### src/rtl/core/sigil_run_length_frame_decoder_macros.svh
// ----------------------------------------------------------------------------
// Assertion macros for the run-length frame decoder
// Shared immediate-style wrappers around concurrent assertions.
// ----------------------------------------------------------------------------
`ifndef SIGIL_RUN_LENGTH_FRAME_DECODER_MACROS_SVH
`define SIGIL_RUN_LENGTH_FRAME_DECODER_MACROS_SVH

// Whenever cond holds, prop must hold in the same cycle.
`define SRLFD_ASSERT_SAME(lbl, clk, rst_n, cond, prop, msg) \
	lbl: assert property (@(posedge clk) disable iff (!rst_n) (cond) |-> (prop)) \
		else $error(msg);

// The condition must never hold.
`define SRLFD_ASSERT_NEVER(lbl, clk, rst_n, cond, msg) \
	lbl: assert property (@(posedge clk) disable iff (!rst_n) !(cond)) \
		else $error(msg);

`endif

### src/rtl/core/srlfd_pkg.sv
// ----------------------------------------------------------------------------
// srlfd_pkg
// Types and constants shared by the run-length frame decoder modules.
// ----------------------------------------------------------------------------
`timescale 1ns / 1ps
`default_nettype none

package srlfd_pkg;

	localparam int unsigned MAX_CHAIN   = 15;
	localparam int unsigned CHAIN_W     = 4;
	localparam int unsigned NUM_SLOTS   = 6;
	localparam int unsigned SLOT_W      = 3;
	localparam int unsigned QUEUE_DEPTH = 4;
	localparam int unsigned QPTR_W      = 2;

	localparam logic [1:0] KIND_NONE = 2'd0;
	localparam logic [1:0] KIND_Z    = 2'd1;
	localparam logic [1:0] KIND_F    = 2'd2;
	localparam logic [1:0] KIND_R    = 2'd3;

	localparam logic [1:0] ITEM_LITERAL = 2'd0;
	localparam logic [1:0] ITEM_RUN     = 2'd1;
	localparam logic [1:0] ITEM_DONE    = 2'd2;
	localparam logic [1:0] ITEM_ERROR   = 2'd3;

	localparam logic [1:0] ERR_NONE    = 2'd0;
	localparam logic [1:0] ERR_CORRUPT = 2'd1;
	localparam logic [1:0] ERR_SMALL   = 2'd2;

	// Fixed result positions within one input byte's work, in output order.
	localparam int unsigned SLOT_REPEAT = 0;
	localparam int unsigned SLOT_HELD   = 1;
	localparam int unsigned SLOT_FIRST  = 2;
	localparam int unsigned SLOT_SECOND = 3;
	localparam int unsigned SLOT_TAIL   = 4;
	localparam int unsigned SLOT_DONE   = 5;

	typedef struct packed {
		logic [1:0]  kind;
		logic [7:0]  value;
		logic [31:0] len;
	} slot_t;

	typedef struct packed {
		logic [NUM_SLOTS-1:0]  valid;
		logic                  start;
		slot_t [NUM_SLOTS-1:0] slots;
	} entry_t;

endpackage

`default_nettype wire

### src/rtl/core/srlfd_front.sv
// ----------------------------------------------------------------------------
// srlfd_front
// Classifies each byte, chains sigils into counts and lists its results.
// ----------------------------------------------------------------------------
`timescale 1ns / 1ps
`default_nettype none

module srlfd_front
	import srlfd_pkg::*;
(
	input  wire logic       clk,
	input  wire logic       arst_n,
	input  wire logic       accept,
	input  wire logic [7:0] in_byte,
	input  wire logic       frame_start_byte,
	output entry_t          entry,
	output logic            entry_valid
);

	logic [1:0]         ck_q, hk_q;
	logic [CHAIN_W-1:0] cl_q;
	logic [31:0]        acc_q, pw_q, hl_q, rl_q;
	logic [4:0]         ll_q;
	logic               aw_q;

	logic [1:0]         ck_n, hk_n, ck_c, kind;
	logic [CHAIN_W-1:0] cl_n, cl_c;
	logic [31:0]        acc_n, pw_n, hl_n, rl_n, acc_c, pw_c, acc_sum, weighted;
	logic [4:0]         ll_n, dc;
	logic [1:0]         digit;
	logic               aw_n, stop, start;
	entry_t             ent;

	function automatic logic [7:0] run_byte(input logic [1:0] k);
		return (k == KIND_Z) ? 8'h00 : 8'hFF;
	endfunction

	always_comb begin
		start = frame_start_byte;
		kind  = KIND_NONE;
		digit = 2'd0;
		dc    = in_byte[4:0];
		priority if (in_byte < 8'h20) begin
			kind = KIND_NONE;
		end else if (in_byte < 8'h40) begin
			kind = KIND_Z; digit = 2'd0;
		end else if (in_byte < 8'h50) begin
			kind = KIND_R; digit = 2'd1; dc = {1'b0, in_byte[3:0]};
		end else if (in_byte < 8'h60) begin
			kind = KIND_Z; digit = 2'd2; dc = {1'b0, in_byte[3:0]};
		end else if (in_byte < 8'h80) begin
			kind = KIND_Z; digit = 2'd1;
		end else if (in_byte < 8'hA0) begin
			kind = KIND_R; digit = 2'd0;
		end else if (in_byte < 8'hB0) begin
			kind = KIND_R; digit = 2'd2; dc = {1'b0, in_byte[3:0]};
		end else if (in_byte < 8'hC0) begin
			kind = KIND_Z; digit = 2'd3; dc = {1'b0, in_byte[3:0]};
		end else if (in_byte < 8'hE0) begin
			kind = KIND_F; digit = 2'd1;
		end else if (in_byte < 8'hF0) begin
			kind = KIND_F; digit = 2'd2; dc = {1'b0, in_byte[3:0]};
		end else if (in_byte == 8'hFF) begin
			kind = KIND_F; digit = 2'd0; dc = 5'd0;
		end else begin
			kind = KIND_F; digit = 2'd3; dc = {1'b0, in_byte[3:0]};
		end
	end

	always_comb begin
		ent       = '0;
		ent.start = start;
		ck_n = ck_q; cl_n = cl_q; acc_n = acc_q; pw_n = pw_q;
		ll_n = ll_q; hk_n = hk_q; hl_n = hl_q; aw_n = aw_q; rl_n = rl_q;
		ck_c = ck_q; cl_c = cl_q; acc_c = acc_q; pw_c = pw_q;
		acc_sum  = '0;
		weighted = '0;
		stop     = 1'b0;

		// A finished repeat run takes this byte as its value.
		if (aw_q) begin
			ent.valid[SLOT_REPEAT] = 1'b1;
			ent.slots[SLOT_REPEAT] = '{ITEM_RUN, in_byte, rl_q + 32'd1};
			if (hk_q != KIND_NONE) begin
				ent.valid[SLOT_HELD] = 1'b1;
				ent.slots[SLOT_HELD] = '{ITEM_RUN, run_byte(hk_q), hl_q};
			end
			aw_n = 1'b0; hk_n = KIND_NONE; hl_n = '0; rl_n = '0;
		end

		if (ll_q != 5'd0) begin
			ll_n = ll_q - 5'd1;
			ent.valid[SLOT_FIRST] = 1'b1;
			ent.slots[SLOT_FIRST] = '{ITEM_LITERAL, in_byte, 32'd1};
			if (start && (ll_n != 5'd0)) begin
				ent.valid[SLOT_SECOND] = 1'b1;
				ent.slots[SLOT_SECOND] = '{ITEM_ERROR, 8'h00, 32'd0};
			end
		end else begin
			// A byte that is not a sigil of the open chain's kind closes the chain.
			if ((ck_q != KIND_NONE) && (ck_q != kind)) begin
				ck_c = KIND_NONE; cl_c = '0; acc_c = '0; pw_c = 32'd1;
				if (ck_q == KIND_R) begin
					if (start) begin
						ent.valid[SLOT_FIRST] = 1'b1;
						ent.slots[SLOT_FIRST] = '{ITEM_ERROR, 8'h00, 32'd0};
						stop = 1'b1;
					end else begin
						aw_n = 1'b1; rl_n = acc_q;
					end
				end else if (aw_n) begin
					hk_n = ck_q; hl_n = acc_q;
				end else begin
					ent.valid[SLOT_FIRST] = 1'b1;
					ent.slots[SLOT_FIRST] = '{ITEM_RUN, run_byte(ck_q), acc_q};
				end
			end
			ck_n = ck_c; cl_n = cl_c; acc_n = acc_c; pw_n = pw_c;

			if (!stop && (kind != KIND_NONE)) begin
				if (cl_c >= CHAIN_W'(MAX_CHAIN)) begin
					ent.valid[SLOT_SECOND] = 1'b1;
					ent.slots[SLOT_SECOND] = '{ITEM_ERROR, 8'h00, 32'd0};
					stop = 1'b1;
				end else begin
					unique case (digit)
						2'd0:    weighted = pw_c;
						2'd1:    weighted = pw_c << 1;
						2'd2:    weighted = pw_c + (pw_c << 1);
						default: weighted = pw_c << 2;
					endcase
					acc_sum = acc_c + weighted;
					acc_n   = acc_sum;
					pw_n    = (kind == KIND_R) ? (pw_c + (pw_c << 1)) : (pw_c << 2);
					cl_n    = cl_c + CHAIN_W'(1);
					ck_n    = kind;
					if ((dc != 5'd0) || start) begin
						ck_n = KIND_NONE; cl_n = '0; acc_n = '0; pw_n = 32'd1;
						if (kind == KIND_R) begin
							if (start) begin
								ent.valid[SLOT_SECOND] = 1'b1;
								ent.slots[SLOT_SECOND] = '{ITEM_ERROR, 8'h00, 32'd0};
								stop = 1'b1;
							end else begin
								aw_n = 1'b1; rl_n = acc_sum;
							end
						end else if (aw_n) begin
							hk_n = kind; hl_n = acc_sum;
						end else begin
							ent.valid[SLOT_SECOND] = 1'b1;
							ent.slots[SLOT_SECOND] = '{ITEM_RUN, run_byte(kind), acc_sum};
						end
					end
				end
			end

			if (!stop) begin
				if (start && (dc != 5'd0)) begin
					ent.valid[SLOT_TAIL] = 1'b1;
					ent.slots[SLOT_TAIL] = '{ITEM_ERROR, 8'h00, 32'd0};
				end else begin
					ll_n = dc;
				end
			end
		end

		if (start) begin
			ent.valid[SLOT_DONE] = 1'b1;
			ent.slots[SLOT_DONE] = '{ITEM_DONE, 8'h00, 32'd0};
			ck_n = KIND_NONE; cl_n = '0; acc_n = '0; pw_n = 32'd1;
			ll_n = '0; hk_n = KIND_NONE; hl_n = '0; aw_n = 1'b0; rl_n = '0;
		end
	end

	assign entry       = ent;
	assign entry_valid = |ent.valid;

	always_ff @(posedge clk or negedge arst_n) begin
		if (!arst_n) begin
			ck_q <= KIND_NONE; cl_q <= '0; acc_q <= '0; pw_q <= 32'd1;
			ll_q <= '0; hk_q <= KIND_NONE; hl_q <= '0; aw_q <= 1'b0; rl_q <= '0;
		end else if (accept) begin
			ck_q <= ck_n; cl_q <= cl_n; acc_q <= acc_n; pw_q <= pw_n;
			ll_q <= ll_n; hk_q <= hk_n; hl_q <= hl_n; aw_q <= aw_n; rl_q <= rl_n;
		end
	end

endmodule

`default_nettype wire

### src/rtl/core/srlfd_queue.sv
// ----------------------------------------------------------------------------
// srlfd_queue
// Short first-in first-out queue of classified bytes between front and back.
// ----------------------------------------------------------------------------
`timescale 1ns / 1ps
`default_nettype none

module srlfd_queue
	import srlfd_pkg::*;
(
	input  wire logic clk,
	input  wire logic arst_n,
	input  wire logic wr_en,
	input  entry_t    wr_data,
	output logic      full,
	input  wire logic rd_en,
	output entry_t    rd_data,
	output logic      rd_valid
);

	entry_t            mem_q [QUEUE_DEPTH];
	logic [QPTR_W-1:0] wptr_q, rptr_q;
	logic [QPTR_W:0]   count_q;

	assign full     = (count_q == (QPTR_W+1)'(QUEUE_DEPTH));
	assign rd_valid = (count_q != '0);
	assign rd_data  = mem_q[rptr_q];

	always_ff @(posedge clk) begin
		if (wr_en) begin
			mem_q[wptr_q] <= wr_data;
		end
	end

	always_ff @(posedge clk or negedge arst_n) begin
		if (!arst_n) begin
			wptr_q  <= '0;
			rptr_q  <= '0;
			count_q <= '0;
		end else begin
			if (wr_en) begin
				wptr_q <= wptr_q + QPTR_W'(1);
			end
			if (rd_en) begin
				rptr_q <= rptr_q + QPTR_W'(1);
			end
			count_q <= count_q + (QPTR_W+1)'(wr_en) - (QPTR_W+1)'(rd_en);
		end
	end

endmodule

`default_nettype wire

### src/rtl/core/srlfd_back.sv
// ----------------------------------------------------------------------------
// srlfd_back
// Issues listed results one per cycle while pop keeps up, counts output and checks capacity.
// ----------------------------------------------------------------------------
`timescale 1ns / 1ps
`default_nettype none

module srlfd_back
	import srlfd_pkg::*;
(
	input  wire logic        clk,
	input  wire logic        arst_n,
	input  entry_t           head,
	input  wire logic        head_valid,
	output logic             head_pop,
	input  wire logic        cfg_we,
	input  wire logic [31:0] cfg_data,
	input  wire logic        pop,
	output logic             empty,
	output logic [1:0]       item_kind,
	output logic [7:0]       byte_value,
	output logic [31:0]      run_length,
	output logic [1:0]       error_code,
	output logic             last_of_input
);

	logic [31:0]          max_len_q, dec_q, dec_n;
	logic                 failed_q, failed_n;
	logic [NUM_SLOTS-1:0] used_q, used_n, cur, after;
	logic                 out_valid_q, adv, produce, finish;
	logic [1:0]           kind_n, err_n;
	logic [7:0]           byte_n;
	logic [31:0]          len_n;
	logic                 last_n;
	logic [SLOT_W-1:0]    sel;
	slot_t                slot;
	logic [32:0]          sum;

	assign adv = !out_valid_q || pop;
	assign cur = head.valid & ~used_q;

	always_comb begin
		sel = '0;
		for (int i = NUM_SLOTS - 1; i >= 0; i--) begin
			if (cur[i]) begin
				sel = SLOT_W'(i);
			end
		end
	end

	assign after = cur & ~(NUM_SLOTS'(1) << sel);
	assign slot  = head.slots[sel];
	assign sum   = {1'b0, dec_q} + {1'b0, slot.len};

	always_comb begin
		produce  = 1'b0;
		finish   = 1'b0;
		kind_n   = slot.kind;
		byte_n   = slot.value;
		len_n    = slot.len;
		err_n    = ERR_NONE;
		last_n   = 1'b1;
		dec_n    = dec_q;
		failed_n = failed_q;
		used_n   = used_q;
		if (head_valid && adv) begin
			if (failed_q) begin
				finish = 1'b1;
			end else begin
				produce = 1'b1;
				unique case (slot.kind)
					ITEM_LITERAL, ITEM_RUN: begin
						if (sum > {1'b0, max_len_q}) begin
							kind_n   = ITEM_ERROR;
							byte_n   = 8'h00;
							len_n    = dec_q;
							err_n    = ERR_SMALL;
							failed_n = 1'b1;
							finish   = 1'b1;
						end else begin
							dec_n  = sum[31:0];
							last_n = (after == '0);
							finish = (after == '0);
						end
					end
					ITEM_ERROR: begin
						len_n    = dec_q;
						err_n    = ERR_CORRUPT;
						failed_n = 1'b1;
						finish   = 1'b1;
					end
					default: begin
						len_n  = dec_q;
						finish = 1'b1;
					end
				endcase
			end
			if (finish) begin
				used_n = '0;
				if (head.start) begin
					failed_n = 1'b0;
					dec_n    = '0;
				end
			end else begin
				used_n = used_q | (NUM_SLOTS'(1) << sel);
			end
		end
	end

	assign head_pop = finish;
	assign empty    = !out_valid_q;

	always_ff @(posedge clk) begin
		if (produce) begin
			item_kind     <= kind_n;
			byte_value    <= byte_n;
			run_length    <= len_n;
			error_code    <= err_n;
			last_of_input <= last_n;
		end
	end

	always_ff @(posedge clk or negedge arst_n) begin
		if (!arst_n) begin
			max_len_q   <= 32'hFFFF_FFFF;
			dec_q       <= '0;
			failed_q    <= 1'b0;
			used_q      <= '0;
			out_valid_q <= 1'b0;
		end else begin
			if (cfg_we) begin
				max_len_q <= cfg_data;
			end
			dec_q    <= dec_n;
			failed_q <= failed_n;
			used_q   <= used_n;
			if (adv) begin
				out_valid_q <= produce;
			end
		end
	end

endmodule

`default_nettype wire

### src/rtl/core/sigil_run_length_frame_decoder.sv
// ----------------------------------------------------------------------------
// sigil_run_length_frame_decoder
// Decodes sigil-coded run-length frames, fed last byte first, into run items.
// ----------------------------------------------------------------------------
// Input side: a byte is transferred when push is high and full is low; the
// frame_start_byte flag marks the frame's first byte, which arrives last.
// Result side: while empty is low the oldest result sits on the result ports,
// and it is transferred when pop is high. Results keep the fed (reverse)
// order; last_of_input marks the final result caused by one input byte.
// The max_output_length register is written whenever max_output_length_we
// is high; write it only while the decoder holds no unfinished work.
// A byte's results pass through the queue to the registered result ports.
// Throughput: one byte per cycle while full is low, and one result per cycle
// on the output while pop keeps up. A byte with more than one result holds
// the issue stage until all are issued; the front keeps taking bytes until
// its four-entry queue fills, then raises full. Bytes that cause no result
// never reach the queue. A stalled receiver holds the output register; the
// queue then fills and full backs up the sender. Reset clears all frame
// state, empties the queue and sets the output capacity to its largest value.
// ----------------------------------------------------------------------------
`timescale 1ns / 1ps
`default_nettype none

`include "sigil_run_length_frame_decoder_macros.svh"

module sigil_run_length_frame_decoder
	import srlfd_pkg::*;
(
	input  wire logic        clk,
	input  wire logic        arst_n,
	input  wire logic        push,
	output logic             full,
	input  wire logic [7:0]  in_byte,
	input  wire logic        frame_start_byte,
	input  wire logic        max_output_length_we,
	input  wire logic [31:0] max_output_length,
	output logic             empty,
	input  wire logic        pop,
	output logic [1:0]       item_kind,
	output logic [7:0]       byte_value,
	output logic [31:0]      run_length,
	output logic [1:0]       error_code,
	output logic             last_of_input
);

	// Front: sigil classification and chain counting, one byte per cycle while full is low.
	entry_t front_entry;
	logic   front_has_results;
	logic   accept;
	entry_t head;
	logic   head_valid;
	logic   head_pop;

	assign accept = push && !full;

	srlfd_front u_front (
		.clk              (clk),
		.arst_n           (arst_n),
		.accept           (accept),
		.in_byte          (in_byte),
		.frame_start_byte (frame_start_byte),
		.entry            (front_entry),
		.entry_valid      (front_has_results)
	);

	// Only bytes with at least one listed result are queued.
	srlfd_queue u_queue (
		.clk      (clk),
		.arst_n   (arst_n),
		.wr_en    (accept && front_has_results),
		.wr_data  (front_entry),
		.full     (full),
		.rd_en    (head_pop),
		.rd_data  (head),
		.rd_valid (head_valid)
	);

	// Back: output counting, capacity check and failure suppression.
	srlfd_back u_back (
		.clk           (clk),
		.arst_n        (arst_n),
		.head          (head),
		.head_valid    (head_valid),
		.head_pop      (head_pop),
		.cfg_we        (max_output_length_we),
		.cfg_data      (max_output_length),
		.pop           (pop),
		.empty         (empty),
		.item_kind     (item_kind),
		.byte_value    (byte_value),
		.run_length    (run_length),
		.error_code    (error_code),
		.last_of_input (last_of_input)
	);

	`SRLFD_ASSERT_SAME(a_error_closes_byte, clk, arst_n,
		!empty && item_kind == ITEM_ERROR, last_of_input,
		"error result must be the last of its byte")
	`SRLFD_ASSERT_SAME(a_done_closes_byte, clk, arst_n,
		!empty && item_kind == ITEM_DONE, last_of_input && error_code == ERR_NONE,
		"frame done must be last and error free")
	`SRLFD_ASSERT_SAME(a_code_only_on_error, clk, arst_n,
		!empty && item_kind != ITEM_ERROR, error_code == ERR_NONE,
		"error code on a non-error result")
	`SRLFD_ASSERT_NEVER(a_literal_length, clk, arst_n,
		!empty && item_kind == ITEM_LITERAL && run_length != 32'd1,
		"literal result with length other than one")

endmodule

`default_nettype wire
### config.mk
export PLATFORM = sky130hd
export DESIGN_NAME = sigil_run_length_frame_decoder
export DESIGN_NICKNAME = d
export VERILOG_FILES = /design/src/rtl/core/srlfd_pkg.sv /design/src/rtl/core/srlfd_front.sv /design/src/rtl/core/srlfd_queue.sv /design/src/rtl/core/srlfd_back.sv /design/src/rtl/core/sigil_run_length_frame_decoder.sv
export VERILOG_INCLUDE_DIRS = /design/src /design/src/rtl/core
export SDC_FILE = /design/constraint.sdc
export NUM_CORES = 2
export LEC_CHECK = 0
export BUFFER_PORTS_ARGS = -buffer_cell sky130_fd_sc_hd__buf_2
export CAP_MARGIN = 15
export CORE_ASPECT_RATIO = 0.9
export CORE_MARGIN = 2
export CORE_UTILIZATION = 50
export CTS_CLUSTER_SIZE = 28
export DETAILED_ROUTE_END_ITERATION = 8
export PLACE_DENSITY = 0.65
export SLEW_MARGIN = 20
export SYNTH_ARGS = -nofsm -noshare
export SYNTH_HDL_FRONTEND = slang
export SYNTH_SLANG_ARGS = --single-unit
### constraint.sdc
create_clock -name clk -period 8 [get_ports clk]
set_input_delay 1.6 -clock clk [delete_from_list [all_inputs] [get_ports clk]]
set_output_delay 1.6 -clock clk [all_outputs]
set_load 0.01 [all_outputs]
## Word-level counts from Yosys, hierarchy flattened

Memories as Yosys holds them, arrays and structs flattened.
Index checks and enable logic that the tools add are counted.

- Register bits: 266
- Memory bits (writable): 1036
- Input bits: 46
- Output and inout port bits: 47
- Memories: 1

- $add $sub $neg: 10
- Magnitude comparators: 13
- Equality and inequality tests: 15
- Shifts and indexed selects: 1
- Multiplexer cells: 186
- Bitwise operators: 6
- Reductions and logical operators: 27

Memory list:

| name | depth | bits a word | rd ports | clocked after Yosys merged registers in | wr ports | RTL line | source |
|---|---|---|---|---|---|---|---|
| u_queue.mem_q | 4 | 259 | 1 | 0 | 1 | srlfd_queue.sv:21 | `entry_t mem_q [QUEUE_DEPTH];` |

Operators by type and width:

| kind | number |
|---|---|
| $mux 32 | 44 |
| $mux 42 | 13 |
| $mux 84 | 2 |
| $bmux 42 s3 | 1 |
| $pmux 32 s3 | 1 |
| $mux 41 | 2 |
| $mux 2 | 40 |
| $mux 5 | 14 |
| $add 32x32->32 | 2 |
| $mux 8 | 7 |
| $lt 8x8->1 const B | 6 |
| $mux 1 | 45 |
| $add 32x32->33 | 1 |
| $gt 33x32->1 | 1 |
| $add 32x1->32 const B | 1 |
| $mux 4 | 8 |
| $lt 8x7->1 const B | 3 |
| $mux 3 | 6 |
| $reduce_bool 5->1 | 3 |
| $and 6x6->6 | 2 |
| $not 6->6 | 2 |
| $eq 2x1->1 const B | 5 |
| $eq 2x2->1 const B | 4 |
| $eq 8x8->1 const B | 1 |
| 29 further kinds | 44 |

## Logic depth before layout (Yosys ltp)

- Depth in word-level cells: 26
- Gate-level depth with buffers: 41
- Gate-level depth less buffers: 36

## Hierarchy

Synthesis repeated with hierarchy kept, for this count alone.

- Cells, all modules: 4171
- Area total of the unflattened synthesis: 60065.1 µm²

By module, submodules not included:

| module | instances | cells each | area each (µm²) | sequential area each (µm²) |
|---|---|---|---|---|
| srlfd_queue | 1 | 1387 | 37748.7 | 31285.0 |
| srlfd_front | 1 | 1828 | 13590.5 | 3554.7 |
| srlfd_back | 1 | 954 | 8710.9 | 3193.1 |
| sigil_run_length_frame_decoder | 1 | 2 | 15.0 | 0.0 |

## Least setup slack after synthesis

Ideal clock, no wire load.

- Kind: input port to flip-flop
- Start: input port in_byte[4]
- End: memory u_queue.mem_q[2][0] (netlist name) (enable)
- Setup time: 0.533 ns
- Data arrival time: 7.932 ns
- Data required time: 7.467 ns
- Slack: -0.465 ns
- Cell stages on the path: 16
- Path buffers: 4
- Path through: buf_4 > a21bo_2 > nor3_1 > a311oi_4 > nand2_1 > clkbuf_1 > clkbuf_1 > clkbuf_1 > and2_1 > ha_1 > nand4_1 > nor2_1 > a21oi_1 > nor2b_1 > a21oi_2 > and2_1

- Longest elaborated chain between the ends: 25
- Elaborated cells between the ends (all ways): 66
- Classes of those cells: 11 x order compare; 3 x eq/ne; 43 x mux; 9 x reduce/logical

Ends and longest elaborated chain:

| element | RTL line | source |
|---|---|---|
| from (decl) | sigil_run_length_frame_decoder.sv:33 | `input wire logic [7:0] in_byte,` |
| branches (longest 21 deep; another with $lt 8x8->1) | -- |  |
| $reduce_or 6->1 (*) | srlfd_front.sv:176 | `assign entry_valid = \|ent.valid;` |
| $logic_and 1x1->1 (*) | sigil_run_length_frame_decoder.sv:70 | `.wr_en (accept && front_has_results),` |
| $mux 1 (*) | srlfd_queue.sv:30 | `if (wr_en) begin` |
| $mux 1 (implied by the code) (*) | srlfd_queue.sv:31 | `mem_q[wptr_q] <= wr_data;` |
| to (decl) | srlfd_queue.sv:21 |  |

Mark *: on every way between the ends. The select of a mux whose other input is x is not followed.

## Worst setup path after layout

- Start: register u_queue.rptr_q[0]
- End: register u_queue.count_q[2]

- Longest elaborated chain between the ends: 18
- Elaborated cells between the ends (all ways): 25
- Classes of those cells: 2 x add/sub; 1 x order compare; 1 x eq/ne; 1 x shift; 13 x mux; 3 x bitwise; 3 x reduce/logical; 1 x memory

Ends and longest elaborated chain:

| element | RTL line | source |
|---|---|---|
| from (decl) | srlfd_queue.sv:22 | `logic [QPTR_W-1:0] wptr_q, rptr_q;` |
| from (signal assigned) | srlfd_queue.sv:45 | `rptr_q <= rptr_q + QPTR_W'(1);` |
| $mem_v2 4x259 (*) | -- |  |
| $and 6x6->6 | srlfd_back.sv:40 | `assign cur = head.valid & ~used_q;` |
| $mux 3 (6 in series) | srlfd_back.sv:45 | `if (cur[i]) begin` |
| $bmux 42 s3 or $shl 1x3->6 (tied branches) | srlfd_back.sv:52, srlfd_back.sv:51 |  |
| $mux 42 (implied by the code) or $not 6->6 (tied branches) | srlfd_back.sv:52, srlfd_back.sv:51 |  |
| $add 32x32->33 or $and 6x6->6 (tied branches) | srlfd_back.sv:53, srlfd_back.sv:51 |  |
| $gt 33x32->1 or $logic_not 6->1 (tied branches) | srlfd_back.sv:73, srlfd_back.sv:83 |  |
| $mux 1 | srlfd_back.sv:73 | `if (sum > {1'b0, max_len_q}) begin` |
| $mux 1 (*) | -- |  |
| $mux 1 (*) | srlfd_back.sv:67 | `if (failed_q) begin` |
| $mux 1 (*) (2 in series) | srlfd_back.sv:66 | `if (head_valid && adv) begin` |
| via head_pop | sigil_run_length_frame_decoder.sv:52 | `logic head_pop;` |
| $sub 3x1->3 (*) | srlfd_queue.sv:47 | `count_q <= count_q + (QPTR_W+1)'(wr_en) - (QPTR_W+1)'(rd_en);` |
| to (signal assigned) | srlfd_queue.sv:47 |  |
| to (decl) | srlfd_queue.sv:23 | `logic [QPTR_W:0] count_q;` |

Mark *: on every way through the listed nets, which the timed path passes. The rest lies on a longest branch. The select of a mux whose other input is x is not followed.
A chain may end at the register's enable or synchronous reset.

==> impl_results.md <==
- Max Clock Skew: around 54 ps
- Worst Hold Slack: ~470 ps
- H-tree depth: 3
- Fin. Hold Viols: 0
- Crit path max fanout: 25
- Period utilization: a little over nine tenths
- I/O Pins: between 90 and 100
- Routing usage on met2: around two fifths
- Grt met3 use: 4.15%
- I/O Buffers: just over 90
- Max IR drop VDD: approximately 0.6 mV
- Area contributors post-synth: edfxtp_1, dfrtp_1, mux4_2, nand2_1, ha_1
- CTS tree: done
- Post-route setup TNS: 0 ps
- Worst Path Required: ~8600 ps
- Starting Density: between 50% and 60%
- Logic pwr share: between 50 and 60%
- Worst setup path start: u_queue.rptr_q[0]$_DFFE_PN0P_
- Core box area: around 87000 µm²
- Critical path endpoint category: flip-flop
- Switching Power: roughly 0.0087 W
- Worst skew pair latency: about 670 ps
- Worst r2r src: u_queue.rptr_q[0]$_DFFE_PN0P_
- Reg power frac: 30.3%
- Clk pwr share: 18.7%
- Final wirelength: approximately 120000 µm
- Crit path max-delay cell type: mux4_2
- Post-route DRC: 0
- Synth Cell Area: between 40000 and 50000 µm²
- Largest stage delay on the critical path: around 530 ps
- Gp weighted congestion: 0.917
- Drt pass-1 iters: 5
- Slew HR: about a quarter
- Final setup violating endpoints: 0
- Top_reg_cell synth: edfxtp_1
- Mapped Cells: ~3600
- Maximum clock path buffer count: 3
- First-pass GRT wire length: between 150000 and 200000 µm
- Std cell rows: roughly 100
- Slew of the pin with the lowest slew margin: about 1100 ps
- YS warnings: 0
- Cell family with most CP delay: compound AO/OA/AOI/OAI gates
- Post-synth top area share: 45.4%
- Mean area per synthesized cell: around 12 µm²
- Number of flops mapped to enable cells by yosys: 665
- #FFs+latches synth: 886
- Async set-reset flop share out of synthesis: 24.9%
- GRT met1 Usage: about 39%
- Worst-path clk slew: about 60 ps
- Share of layout cells above drive strength 1: between 10% and 20%
- Syn Nets: 3734
- First-iteration detailed-routing DRC count: 3155
- Cell mode on critical path: buf_4
- Min Tclk post-route: approximately 7700 ps
- Most area-hungry cell type in the Yosys netlist: edfxtp_1
- Sink Count: ~890
- Sequential element share of the synthesized area: between 50% and 60%
- Total GRT Usage: approximately 26%
- Crit path DAT: ~8300 ps
- DIE AREA: 90300 µm²
- Global routing's busiest layer: met2
- Number of antenna violations at the first check in global routing: 1
- # Max-Cap Violations: 0
- DR WL/cell: ~24 µm
- Count of pins over their slew limit: 0
- Vias per std cell: just over 6
- Sw frac: between 30% and 40%
- Die height: between 200 and 300 µm
- Internal power: about 0.013 W
- Nets@finish: around 3900
- Root Driver: clkbuf_16
- Bufs and invs on worst path: 7
- Critical path startpoint category: flip-flop
- Synth unique cells: 89
- Remaining Overflow, GRT: 0
- Post-DP HPWL: roughly 76000 µm
- Routed vias: roughly 30000
- Pwr/cell area: 445 nW/µm²
- Antenna violation net count after detailed routing: 0
- Diodes inserted: 0
- Min-delay worst type: flip-flop to flip-flop
- Die width: approximately 320 µm
- Layout area overhead: 12.7%
- Vias in the first global route: 28771
- Status: complete, no violations
- Min-delay src: u_front.hl_q[25]$_DFFE_PN0P_
- Fmax achieved: 0.130 GHz
- Total power: 0.0220 W
- Pleak: just under 20 nW
- Total CTS buffers: 90
- Largest net degree at the start of global routing: between 100 and 150
- Setup CP Type: flip-flop to flip-flop
[sequential cells by signal, summed over array words and instances, names as in the netlist]
name	cells
u_back.max_len_q	32
u_queue.mem_q	620
u_back.used_q	6
u_back.byte_value	8
u_back.error_code	2
u_back.run_length	32
u_front.aw_q	1
u_front.hk_q	2
u_front.ck_q	2
u_back.dec_q	32
u_back.item_kind	2
u_front.pw_q	32
u_back.out_valid_q	1
u_front.hl_q	32
u_queue.rptr_q	2
u_front.ll_q	5
u_front.cl_q	4
u_queue.count_q	3
u_back.last_of_input	1
u_back.failed_q	1
u_front.acc_q	32
u_front.rl_q	32
u_queue.wptr_q	2
[power groups by stage]
stage / sequential (W) / clock, W / combinational, W
5_1_grt: 0.00677 / 0.00435 / 0.0122
2_1_floorplan: 0.00674 / 0 / 0.00727
3_5_place_dp: 0.00677 / 0 / 0.0109
6_report: 0.00668 / 0.00412 / 0.0112
4_1_cts: 0.00669 / 0.00418 / 0.0110
3_3_place_gp: 0.00675 / 0 / 0.0108
[final timing paths]
check                                                    end  slack (ps)  cells after the start
worst max-delay path            u_queue.count_q[2]$_DFF_PN0_         310                     38
worst min-delay path            u_front.hl_q[25]$_DFFE_PN0P_         470                      2
worst max register to register  u_queue.count_q[2]$_DFF_PN0_         310                     38
worst min register to register  u_front.hl_q[25]$_DFFE_PN0P_         470                      2
max in group asynchronous       u_front.pw_q[16]$_DFFE_PN0P_        5570                      2
min in group asynchronous       u_back.used_q[2]$_DFFE_PN0P_         920                      1
[synthesized netlist by cell type, drive strengths merged (4+ instances only)]
cell,count
a211o,5
a211oi,42
a21o,58
a21oi,215
a221oi,4
a22o,65
a22oi,31
a311oi,6
a31o,6
a31oi,42
and2,128
and3,54
and4,7
buf,49
clkbuf,170
dfrtp,188
dfstp,33
edfxtp,665
ha,120
inv,84
mux2,35
mux2i,15
mux4,155
nand2,461
nand2b,27
nand3,85
nand4,27
nor2,207
nor2b,17
nor3,33
nor4,13
o211a,32
o211ai,8
o21a,18
o21ai,222
o21bai,18
o221ai,5
o22ai,12
o31a,4
o31ai,14
or2,6
or3,9
xnor2,63
xor2,61
[layout make-up]
cell class	count	area, µm²
Fill cell	7087	37800
Tap cell	1155	1450
Sequential cell	886	25500
Clock buffer	131	2520
Timing Repair Buffer	245	1940
Clock inverter	37	370
Inverter	85	319
Multi-Input combinational cell	2375	17400
[per-stage QoR]
stage	setup WS, ps	cell area (µm²)	util [%]	std cells
floorplan	214	44000	-	3565
detailed placement	-23.6	46400	53.1	4736
global route	-35.9	49600	56.7	4914
global placement	63.4	46400	53.1	4736
CTS	10.8	49400	56.5	4908
finish	310	49600	56.7	4914
[routing by layer]
| layer | part of all wire [%] | up-vias | wire (µm) |
|---|---|---|---|
| li1 | - | 13627 | - |
| met1 | 44 | 15060 | 51400 |
| met2 | 45 | 1237 | 52600 |
| met3 | 7.9 | 151 | 9190 |
| met4 | 2.4 | 0 | 2810 |
| met5 | 0 | - | 0 |
[cell usage in the layout, fill, tap and decap left out, types with 84 or more instances in the layout]
master       n
nand3_1     84
dfrtp_1    186
a21oi_1    207
mux4_2     155
ha_1       120
edfxtp_1   665
buf_2       91
buf_4      129
and2_1     122
o21ai_0    211
clkbuf_16   93
nand2_1    458
nor2_1     202
[worst register-to-register path: cells and delay by family, from the launching register on]
family	cells	cell delay (ps)
xor+xnor	3	530
fa+ha+maj	5	1440
simple gates	7	1210
compound gates	15	2340
flops	1	510
buf+inv	7	1040
mux	1	530
[cells by family after synthesis]
group | share of synthesized area (%)
compound gates | 12.4
xor+xnor | 2.52
fa+ha+maj | 3.57
buf+inv | 2.74
simple gates | 11.4
flops | 58.1
mux | 9.18
[timing repair]
item	CTS	global route
gates resized for setup	2	21
endpoints found under the setup margin	1	66
hold buffers	0	0
buffers inserted	3	4
pin swaps	0	5
hold endpoints to repair	0	0
cloned	1	2
(Power assumes the default switching activity.)
